File: src/rtl/hao_pkg.sv
package hao_pkg;

    localparam int NUM_HARMONICS_DEF   = 16;
    localparam int SINE_TABLE_BITS_DEF = 10;
    localparam int PHASE_BITS_DEF      = 24;

    localparam int IN_PHASE_W = 24;
    localparam int SAMPLE_W   = 28;
    localparam int COEF_W     = 8;
    localparam int SINE_W     = 16;
    localparam int MAX_COEFS  = 16;

    localparam int MID_DEPTH = 4;
    localparam int OUT_DEPTH = 8;

    localparam logic [2:0] REG_MODE        = 3'd0;
    localparam logic [2:0] REG_FIXED_STEP  = 3'd1;
    localparam logic [2:0] REG_START_PHASE = 3'd2;
    localparam logic [2:0] REG_HZ_SCALE    = 3'd3;
    localparam logic [2:0] REG_COEF_LOW    = 3'd4;
    localparam logic [2:0] REG_COEF_HIGH   = 3'd5;

    localparam logic [1:0] MODE_FIXED = 2'd0;
    localparam logic [1:0] MODE_RATE  = 2'd1;
    localparam logic [1:0] MODE_PHASE = 2'd2;
    // The spare code behaves as phase mode.
    localparam logic [1:0] MODE_SPARE = 2'd3;

    localparam logic [63:0] HALF_PI_Q30 = 64'd1686629713;
    localparam logic [63:0] ONE_Q30     = 64'd1073741824;
    localparam logic [63:0] SINE_AMP    = 64'd32767;

    typedef struct packed {
        logic [1:0]  mode;
        logic [23:0] fixed_step;
        logic [23:0] start_phase;
        logic [31:0] hz_scale;
    } cfg_t;

    // Quarter-wave sine entry, Q1.15, from a Q30 Taylor series through x^11.
    function automatic logic [SINE_W-1:0] quarter_sine(input int unsigned i,
                                                       input int unsigned qbits);
        logic [63:0] x;
        logic [63:0] x2;
        logic [63:0] t;
        logic [63:0] v;
        x  = (64'(i) * HALF_PI_Q30) >> qbits;
        x2 = (x * x) >> 30;
        t  = ONE_Q30 - x2 / 110;
        t  = ONE_Q30 - ((x2 * t) >> 30) / 72;
        t  = ONE_Q30 - ((x2 * t) >> 30) / 42;
        t  = ONE_Q30 - ((x2 * t) >> 30) / 20;
        t  = ONE_Q30 - ((x2 * t) >> 30) / 6;
        v  = (((x * t) >> 30) * SINE_AMP + 64'd536870912) >> 30;
        if (v > SINE_AMP)
        begin
            v = SINE_AMP;
        end
        return v[SINE_W-1:0];
    endfunction

endpackage

File: src/rtl/hao_fifo.sv
module hao_fifo import hao_pkg::*;
#(
    parameter int WIDTH = 24,
    parameter int DEPTH = 4
)
(
    input  logic                       clk,
    input  logic                       rst_n,
    input  logic                       wr_en,
    input  logic [WIDTH-1:0]           wr_data,
    input  logic                       rd_en,
    output logic [WIDTH-1:0]           rd_data,
    output logic                       full,
    output logic                       empty,
    output logic [$clog2(DEPTH+1)-1:0] count
);

    localparam int PW = (DEPTH > 1) ? $clog2(DEPTH) : 1;
    localparam int CW = $clog2(DEPTH + 1);

    logic [WIDTH-1:0] mem [DEPTH];
    logic [PW-1:0] wr_ptr_reg, wr_ptr_next;
    logic [PW-1:0] rd_ptr_reg, rd_ptr_next;
    logic [CW-1:0] count_reg, count_next;
    logic do_wr, do_rd;

    assign do_wr = wr_en && (count_reg != CW'(DEPTH));
    assign do_rd = rd_en && (count_reg != '0);

    always_comb
    begin
        wr_ptr_next = wr_ptr_reg;
        rd_ptr_next = rd_ptr_reg;
        count_next  = count_reg;
        if (do_wr)
        begin
            wr_ptr_next = (wr_ptr_reg == PW'(DEPTH - 1)) ? '0 : wr_ptr_reg + 1'b1;
        end
        if (do_rd)
        begin
            rd_ptr_next = (rd_ptr_reg == PW'(DEPTH - 1)) ? '0 : rd_ptr_reg + 1'b1;
        end
        if (do_wr && !do_rd)
        begin
            count_next = count_reg + 1'b1;
        end
        else if (do_rd && !do_wr)
        begin
            count_next = count_reg - 1'b1;
        end
    end

    always_ff @(posedge clk or negedge rst_n)
    begin
        if (!rst_n)
        begin
            wr_ptr_reg <= '0;
            rd_ptr_reg <= '0;
            count_reg  <= '0;
        end
        else
        begin
            wr_ptr_reg <= wr_ptr_next;
            rd_ptr_reg <= rd_ptr_next;
            count_reg  <= count_next;
        end
    end

    always_ff @(posedge clk)
    begin
        if (do_wr)
        begin
            mem[wr_ptr_reg] <= wr_data;
        end
    end

    assign rd_data = mem[rd_ptr_reg];
    assign full    = (count_reg == CW'(DEPTH));
    assign empty   = (count_reg == '0);
    assign count   = count_reg;

endmodule

File: config.mk
export PLATFORM = sky130hd
export DESIGN_NAME = hao_fifo
export DESIGN_NICKNAME = d
export VERILOG_FILES = /design/src/rtl/hao_pkg.sv /design/src/rtl/hao_fifo.sv
export SDC_FILE = /design/constraint.sdc
export NUM_CORES = 1
export LEC_CHECK = 0
export ABC_CLOCK_PERIOD_IN_PS = 2700
export BUFFER_PORTS_ARGS = -buffer_cell sky130_fd_sc_hd__buf_2
export CAP_MARGIN = 10
export CORE_MARGIN = 10
export CORE_UTILIZATION = 35
export CTS_BUF_LIST = sky130_fd_sc_hd__clkbuf_2
export DETAILED_ROUTE_END_ITERATION = 8
export PLACE_DENSITY = 0.62
export SLEW_MARGIN = 30
export SYNTH_ARGS = -nofsm -noshare
export SYNTH_HDL_FRONTEND = slang
export SYNTH_SLANG_ARGS = --single-unit
export TNS_END_PERCENT = 50
File: constraint.sdc
create_clock -name clk -period 2.7 [get_ports clk]
set_input_delay 0.54 -clock clk [delete_from_list [all_inputs] [get_ports clk]]
set_output_delay 0.54 -clock clk [all_outputs]
set_load 0.01 [all_outputs]
==> impl_metrics.py <==
metrics = {
    "floorplan": {
        "io_pins": 57,
        "start_util": 0.359,
        "die_x_microns": 126,
        "die_height_microns": 126,
        "rows": 38,
        "dieArea_sq_um": 15800,
        "core_sq_um": 10900,
    },
    "synthesis": {
        "synthesis.nets": 198,
        "avgSynthCellArea_sq_um": 24.0,
        "seq_area_frac_synth": 0.782,
        "synth_top_area_frac": 0.737,
        "yosys_warnings": 0,
        "yosysMostFrequentCell": "edfxtp_1",
        "synthFlopType": "edfxtp_1",
        "syn_inst": 163,
        "synth_common_cells": "edfxtp_1, mux4_2, dfrtp_1, ha_1, and2_1",
        "yosysTopAreaCell": "edfxtp_1",
        "synth_edf_count": 96,
        "synthTopCellsByArea": "edfxtp_1, mux4_2, dfrtp_1",
        "async_reset_ff_frac": 0.0680,
        "syn_area_sq_um": 3910,
        "ys_types": 21,
        "ys_seq_elements": 103,
    },
    "clock_tree": {
        "clkLatencyLatePin_ns": 0.52,
        "cts_buffers": 9,
        "cts_tree": "done",
        "cts_root_buffer": "clkbuf_2",
        "htree_levels": 3,
        "clockBufferDepth": 2,
        "cts_sinks": 103,
        "clk_pin_slew_ns": 0.25,
    },
    "status": {
        "outcome": "finished clean",
    },
    "placement": {
        "dp_hpwl_mm": 4.72,
        "place_area_sq_um": 4410,
        "place.gp.congestion": 0.688,
        "dp_slack_ns": 0.555,
        "dpl.cell_count": 360,
        "io_buffers": 56,
    },
    "grt": {
        "track_usage": 0.0941,
        "antenna_found_initial": 1,
        "grt_first_pass_wirelength_mm": 11.4,
        "grt_max_degree": 25,
        "overflow": 0,
        "grt_pass1_vias": 2032,
    },
    "cells_and_area": {
        "postLayoutCellArea_sq_um": 4530,
        "largest_reg_flops": 96,
        "fin_nets": 267,
        "antenna_cells": 0,
        "fin_util": 0.416,
        "syn_to_final_growth_pct": 15.8,
        "drive_gt1_frac": 0.473,
        "final_cell_count_no_fill": 377,
        "n_fill_cell": 983,
    },
    "sta": {
        "relSlewSlack": 0.719,
        "max_freq_ghz": 0.412,
        "fin_crit_ns": 2.43,
        "fin_crit_sh": 0.900,
        "hold_violations": 0,
        "setup_violations": 0,
        "finClkSkew_ns": 0.0308,
        "tns_ns": 0,
        "slew_violations": 0,
        "rsz0062_at_grt": "false",
        "holdWs_ns": 0.204,
        "tightest_slew_ns": 0.419,
        "fin_ws_ns": 0.271,
    },
    "worst_setup_path": {
        "critPathLaunch": "rd_ptr_reg[0]$_DFFE_PN0P_",
        "crit_fanout": 8,
        "worstSetupPathType": "flop to output port",
        "reg2reg_from": "count[0]$_DFFE_PN0P_",
        "worstSetupStartpointType": "flop",
        "critPathRequiredTime_ns": 2.16,
        "worstSetupEndpointType": "output port",
        "worstPathArrival_ns": 1.89,
    },
    "detailed_routing": {
        "vias": 1795,
        "drtPass1Iterations": 4,
        "route.detailed.drc": 0,
        "dr.first_iter.drc_count": 88,
        "wl_mm": 7.15,
        "via_per_inst": 4.76,
        "wl_per_cell_microns": 19.0,
        "antenna_left": 0,
    },
    "hold_path": {
        "holdCritPathClass": "input pin to flop",
        "timing.hold.worst.start": "wr_data[16]",
    },
    "pwr": {
        "power_density_nw_per_um2": 1000,
        "power_leakage_nw": 1.59,
        "total_power_mw": 4.53,
        "ir_drop_mv": 0.453,
    },
    "job": {
        "cap_violations": 0,
    },
}
==> where the power goes <==
part	internal, mW	total (mW)	switching (mW)	leakage (nW)
Combinational	0.786	1.56	0.775	0.561
Sequential	2.12	2.30	0.178	0.960
Clock	0.223	0.671	0.448	0.0682
==> final cells by class <==
cell class | instances | area, sq um | share of cell area
Tap cell | 140 | 175 | 0.0387
Inverter | 3 | 11.3 | 0.00249
Sequential cell | 103 | 3060 | 0.676
Clock inverter | 4 | 50.0 | 0.0111
Timing Repair Buffer | 65 | 375 | 0.0829
Clock buffer | 12 | 60.1 | 0.0133
Multi-Input combinational cell | 50 | 796 | 0.176
==> cells by family (layout without fill, tap and decap cells) <==
family	count (synthesis)	count (layout)	share of synthesized area
DFF	103	103	0.782
muxes	28	28	0.152
and+or+nand+nor	10	10	0.0157
buffers and inverters	10	84	0.0144
adders and majority gates	7	7	0.0243
xor gates and xnor gates	3	3	0.00672
AOI/OAI and AO/OA	2	2	0.00512
==> per-layer routing <==
layer | part of all wire | track usage
met4 | 0.013 | 0.0305
met5 | 0.0018 | 0
met2 | 0.52 | 0.161
met1 | 0.41 | 0.105
met3 | 0.060 | 0.0378
==> critical path, cell delays in order, from the launching register on <==
cell     delay, ns
dfrtp_2       0.48
buf_4         0.23
mux4_2        0.53
buf_2         0.16
==> placed cells by master (no fill, tap or decap) <==
master          n
dfrtp_1         5
o31ai_2         1
and2_1          4
mux2_4          2
nor2b_1         1
buf_2          56
clkinv_2        1
a21o_1          1
nor2_1          2
clkbuf_2       12
clkinvlp_4      2
nor3_1          2
mux4_2         24
xor2_1          2
inv_1           3
dlygate4sd3_1   1
nor3b_2         1
buf_4           6
xnor2_1         1
edfxtp_1       96
bufinv_16       1
ha_1            6
dfrtp_2         2
fa_1            1
mux2_2          2
buf_12          2
==> path summary, 6_finish.rpt <==
check / end / cells past startpoint / slack [ns]
max in group asynchronous: rd_ptr_reg[1]$_DFFE_PN0P_ / 2 / 2.16
setup reg to reg: count[2]$_DFFE_PN0P_ / 7 / 0.55
min in group asynchronous: count[1]$_DFFE_PN0P_ / 2 / 0.34
hold / removal: mem[0][16]$_DFFE_PP_ / 1 / 0.20
setup / recovery: rd_data[17] / 3 / 0.27
hold reg to reg: count[2]$_DFFE_PN0P_ / 1 / 0.58
==> repair_timing <==
action,CTS,global route
setup endpoints to repair,0,4
resized for setup,0,1
endpoints found under the hold margin,7,0
setup buffers,0,0
hold buffers,1,0
No activity file was read; power rests on OpenSTA's default activity.
