### config.mk
export PLATFORM = sky130hd
export DESIGN_NAME = hao_front
export DESIGN_NICKNAME = d
export VERILOG_FILES = /design/src/rtl/hao_pkg.sv /design/src/rtl/hao_front.sv
export SDC_FILE = /design/constraint.sdc
export NUM_CORES = 2
export LEC_CHECK = 0
export BUFFER_PORTS_ARGS = -buffer_cell sky130_fd_sc_hd__clkbuf_2
export CORE_ASPECT_RATIO = 1.1
export CORE_MARGIN = 2
export CORE_UTILIZATION = 41
export DETAILED_ROUTE_END_ITERATION = 8
export GPL_TIMING_DRIVEN = 0
export PLACE_DENSITY_LB_ADDON = 0.25
export SLEW_MARGIN = 15
export SYNTH_ARGS = -nofsm -noshare
export SYNTH_HDL_FRONTEND = slang
export SYNTH_SLANG_ARGS = --single-unit
### constraint.sdc
create_clock -name clk -period 4.2 [get_ports clk]
set_clock_uncertainty 0.1 [all_clocks]
set_input_delay 0.63 -clock clk [delete_from_list [all_inputs] [get_ports clk]]
set_output_delay 0.63 -clock clk [all_outputs]
set_load 0.005 [all_outputs]
### src/rtl/hao_pkg.sv
package hao_pkg;

    localparam int NUM_HARMONICS_DEF   = 16;
    localparam int SINE_TABLE_BITS_DEF = 10;
    localparam int PHASE_BITS_DEF      = 24;

    localparam int IN_PHASE_W = 24;
    localparam int SAMPLE_W   = 28;
    localparam int COEF_W     = 8;
    localparam int SINE_W     = 16;
    localparam int MAX_COEFS  = 16;

    localparam int MID_DEPTH = 4;
    localparam int OUT_DEPTH = 8;

    localparam logic [2:0] REG_MODE        = 3'd0;
    localparam logic [2:0] REG_FIXED_STEP  = 3'd1;
    localparam logic [2:0] REG_START_PHASE = 3'd2;
    localparam logic [2:0] REG_HZ_SCALE    = 3'd3;
    localparam logic [2:0] REG_COEF_LOW    = 3'd4;
    localparam logic [2:0] REG_COEF_HIGH   = 3'd5;

    localparam logic [1:0] MODE_FIXED = 2'd0;
    localparam logic [1:0] MODE_RATE  = 2'd1;
    localparam logic [1:0] MODE_PHASE = 2'd2;
    // The spare code behaves as phase mode.
    localparam logic [1:0] MODE_SPARE = 2'd3;

    localparam logic [63:0] HALF_PI_Q30 = 64'd1686629713;
    localparam logic [63:0] ONE_Q30     = 64'd1073741824;
    localparam logic [63:0] SINE_AMP    = 64'd32767;

    typedef struct packed {
        logic [1:0]  mode;
        logic [23:0] fixed_step;
        logic [23:0] start_phase;
        logic [31:0] hz_scale;
    } cfg_t;

    // Quarter-wave sine entry, Q1.15, from a Q30 Taylor series through x^11.
    function automatic logic [SINE_W-1:0] quarter_sine(input int unsigned i,
                                                       input int unsigned qbits);
        logic [63:0] x;
        logic [63:0] x2;
        logic [63:0] t;
        logic [63:0] v;
        x  = (64'(i) * HALF_PI_Q30) >> qbits;
        x2 = (x * x) >> 30;
        t  = ONE_Q30 - x2 / 110;
        t  = ONE_Q30 - ((x2 * t) >> 30) / 72;
        t  = ONE_Q30 - ((x2 * t) >> 30) / 42;
        t  = ONE_Q30 - ((x2 * t) >> 30) / 20;
        t  = ONE_Q30 - ((x2 * t) >> 30) / 6;
        v  = (((x * t) >> 30) * SINE_AMP + 64'd536870912) >> 30;
        if (v > SINE_AMP)
        begin
            v = SINE_AMP;
        end
        return v[SINE_W-1:0];
    endfunction

endpackage

### src/rtl/hao_front.sv
module hao_front import hao_pkg::*;
#(
    parameter int PHASE_BITS = PHASE_BITS_DEF
)
(
    input  logic                   clk,
    input  logic                   rst_n,
    input  cfg_t                   cfg,
    input  logic                   accept,
    input  logic                   op,
    input  logic signed [23:0]     rate_hz,
    input  logic [IN_PHASE_W-1:0]  phase_in,
    output logic                   q_push,
    output logic [PHASE_BITS-1:0]  q_phase
);

    logic [PHASE_BITS-1:0] acc_reg, acc_next;
    logic [PHASE_BITS-1:0] inc;
    logic signed [32:0]    scale_s;
    logic signed [56:0]    prod;
    logic [31:0]           in_ext, step_ext, start_ext;

    assign in_ext    = 32'(phase_in);
    assign step_ext  = 32'(cfg.fixed_step);
    assign start_ext = 32'(cfg.start_phase);
    assign scale_s   = signed'({1'b0, cfg.hz_scale});
    assign prod      = 57'(rate_hz) * 57'(scale_s);

    always_comb
    begin
        if (cfg.mode == MODE_FIXED)
        begin
            inc = step_ext[PHASE_BITS-1:0];
        end
        else
        begin
            inc = prod[24 +: PHASE_BITS];
        end
    end

    // Restarts only touch the accumulator; samples go on to the queue.
    always_comb
    begin
        acc_next = acc_reg;
        q_push   = 1'b0;
        q_phase  = acc_reg;
        if (accept)
        begin
            if (op)
            begin
                acc_next = start_ext[PHASE_BITS-1:0];
            end
            else if (cfg.mode[1])
            begin
                q_push  = 1'b1;
                q_phase = in_ext[PHASE_BITS-1:0];
            end
            else
            begin
                q_push   = 1'b1;
                acc_next = acc_reg + inc;
            end
        end
    end

    always_ff @(posedge clk or negedge rst_n)
    begin
        if (!rst_n)
        begin
            acc_reg <= '0;
        end
        else
        begin
            acc_reg <= acc_next;
        end
    end

endmodule

==> impl_metrics.json <==
{
  "syn_area_sq_um": 25200,
  "die_w_um": 240,
  "failed_checks": "negative setup slack",
  "syn2layout_area_growth_pct": 16.6,
  "max_clock_freq_mhz": 104,
  "std_cell_rows": 95,
  "r2r-start": "acc_reg[2]$_DFFE_PN0P_",
  "dp.cells": 3837,
  "insertion_delay_ps": 260,
  "synth_cell_types": 61,
  "synth.net_count": 3815,
  "placed_area_sq_um": 27100,
  "finalCritPeriodShare_pct": 229,
  "die_h_um": 264,
  "vias_per_cell": 5.07,
  "clkSinkCount": 24,
  "worst_slack_ps": -5400,
  "grt_pass1_vias": 21500,
  "synth_ff_type": "dfrtp_1",
  "setup_violations": 24,
  "r2r_cells": 11,
  "cp_common_cell": "fa_1",
  "yosys.area.top_type": "fa_1",
  "maxSlewViolCount": 0,
  "avgSynthCellArea_sq_um": 8.82,
  "synth_edf_count": 0,
  "cts.reportedPaths.clkPinSlew_ps": 60,
  "crit-reg2reg-capture": "acc_reg[23]$_DFFE_PN0P_",
  "wl_per_cell_um": 20.4,
  "drt_iter0_drc": 990,
  "numCtsBuffers": 3,
  "cts-htree-levels": 1,
  "tns_ps": -112640,
  "io_pins": 159,
  "async_flop_share_pct": 100,
  "first_pass_iters": 7,
  "crit_fanout": 10,
  "finalNonFillerCells": 3914,
  "status": "finished with violations",
  "slew_headroom_pct": 52.3,
  "place.port_buffers": 156,
  "start_util_pct": 41.3,
  "overflow": 0,
  "root_buffer": "clkbuf_16",
  "vias": 19800,
  "gr-usage-all-layers_pct": 25.8,
  "ys_ff_latch": 24,
  "final_layout_size_suffix_gt1_share_pct": 15.4,
  "largest_register_ffs": 24,
  "tightestPinTransition_ps": 716,
  "antenna_left": 0,
  "synth_top_area_share_pct": 50.3,
  "cpPeakStageDelay_ps": 570,
  "hold_buffers": 0,
  "die-area_sq_um": 63500,
  "post-route-drc-count": 0,
  "ys_seq_area_share_pct": 2.38,
  "start_kind": "input port",
  "nets": 4047,
  "end_kind": "flip-flop",
  "min_path_type": "in2async",
  "cts_buffer_depth": 2,
  "antenna_found_initial": 2,
  "gp_congestion": 0.921,
  "maxCapViolations": 0,
  "place_hpwl_mm": 68.1,
  "reg2reg_slack_ps": 850,
  "yosysWarnings": 0,
  "core_sq_um": 61000,
  "rsz0062_at_grt": "yes",
  "synth_area_leaders": "fa_1, inv_1, ha_1, and2_1, nand2_1",
  "drt_wl_total_mm": 79.8,
  "cp_slowest_cell": "fa_1",
  "cts_tree": "yes",
  "worstPathRequired_ps": 4250,
  "path_class": "in2reg",
  "grt_pass1_wl_mm": 123,
  "hold_viol": 0,
  "design_area_sq_um": 29400,
  "synthCells": 2857,
  "grt_max_degree": 25,
  "arrival_ps": 9650,
  "period_minus_slack_ps": 9600
}
## metal layers
metal	wire length, um	vias up	GRT usage (%)
li1	-	8751	-
met1	31200	10200	32.1
met2	39800	712	45.2
met3	5010	182	3.42
met4	3750	0	10.3
met5	0	-	0
## layout by cell type (no fill, tap or decap), drive strengths merged, types with 2 or more instances in the layout
cell type | netlist | layout
nand3 | 12 | 12
o21ai | 67 | 67
and2 | 314 | 314
xor2 | 21 | 21
o41ai | 2 | 2
a21o | 22 | 22
a221oi | 2 | 2
xnor3 | 2 | 2
o31ai | 4 | 4
ha | 191 | 191
inv | 683 | 683
clkbuf | 144 | 279
fa | 633 | 633
nand2b | 15 | 15
mux2 | 26 | 26
diode | 0 | 3
nand2 | 476 | 476
o21a | 2 | 2
a31oi | 4 | 4
a211oi | 8 | 8
a41o | 2 | 2
or2b | 4 | 4
nor4 | 3 | 3
xnor2 | 32 | 32
buf | 4 | 99
and4 | 2 | 2
nor2 | 37 | 37
nor3b | 2 | 2
nor2b | 19 | 19
nand4 | 5 | 5
nor3 | 10 | 10
a21oi | 55 | 55
or4 | 3 | 3
and3 | 2 | 2
o211ai | 4 | 4
nand4b | 2 | 2
o2111ai | 2 | 2
mux2i | 3 | 3
a2111oi | 2 | 2
dfrtp | 24 | 24
## cell type report
| class | instances | area [sq um] |
|---|---|---|
| Antenna cell | 3 | 7.51 |
| Buffer | 146 | 1540 |
| Clock buffer | 3 | 75.1 |
| Fill cell | 5911 | 31600 |
| Inverter | 683 | 2560 |
| Multi-Input combinational cell | 2002 | 22000 |
| Sequential cell | 24 | 601 |
| Tap cell | 824 | 1030 |
| Timing Repair Buffer | 229 | 1570 |
## through the flow
step	hold slack (ps)	setup slack [ps]	util, %
floorplan	234	-4390	-
global placement	404	-6930	44.5
detailed placement	413	-6940	44.5
CTS	304	-5380	47.5
global route	340	-5720	48.2
finish	287	-5400	48.2
## cells in the mapped netlist, types with 3 or more instances
master / number
a211oi_1: 8
a21o_1: 22
a21oi_1: 55
a31oi_1: 3
and2_1: 314
clkbuf_1: 144
dfrtp_1: 24
fa_1: 633
ha_1: 191
inv_1: 683
mux2_2: 25
mux2i_1: 3
nand2_1: 476
nand2b_1: 15
nand3_1: 12
nand4_1: 5
nor2_1: 37
nor2b_1: 18
nor3_1: 10
nor4_2: 3
o211ai_1: 3
o21ai_0: 55
o21ai_1: 11
o31ai_1: 4
or2b_1: 4
or4_1: 3
xnor2_1: 31
xor2_1: 21
## how the worst max path moves through the flow
stage | to | start
CTS | acc_reg[23]$_DFFE_PN0P_ | rate_hz[0]
global route | acc_reg[23]$_DFFE_PN0P_ | rate_hz[16]
detailed placement | acc_reg[23]$_DFFE_PN0P_ | cfg[21]
global placement | acc_reg[23]$_DFFE_PN0P_ | rate_hz[19]
floorplan | acc_reg[22]$_DFFE_PN0P_ | rate_hz[0]
finish | acc_reg[23]$_DFFE_PN0P_ | cfg[12]
## worst max-delay path, delay by kind of cell
| kind | cells | cell delay (ps) |
|---|---|---|
| buffers and inverters | 6 | 720 |
| XOR/XNOR | 2 | 500 |
| adder cells (fa/ha/maj) | 9 | 4300 |
| AO/OA/AOI/OAI | 11 | 2180 |
| AND/OR/NAND/NOR | 6 | 940 |
| multiplexers | 1 | 320 |
## repair_timing
item | in CTS | in global routing
pin swaps | 56 | 34
buffers inserted | 54 | 20
gates resized for setup | 328 | 129
endpoints found under the setup margin | 24 | 24
## logic make-up (layout without fill, tap and decap cells)
logic type | after synthesis | after routing | synth area share [%]
buffers and inverters | 831 | 1061 | 12.4
xor gates and xnor gates | 55 | 55 | 2.05
muxes | 29 | 29 | 1.28
AOI/OAI and AO/OA | 186 | 186 | 4.62
DFF | 24 | 24 | 2.38
and+or+nand+nor | 908 | 908 | 17.5
other | 0 | 3 | 0
adders and majority gates | 824 | 824 | 59.8
Power is not shown: default switching activity piles up to over one toggle a cycle in this logic, so the estimate is an artifact.
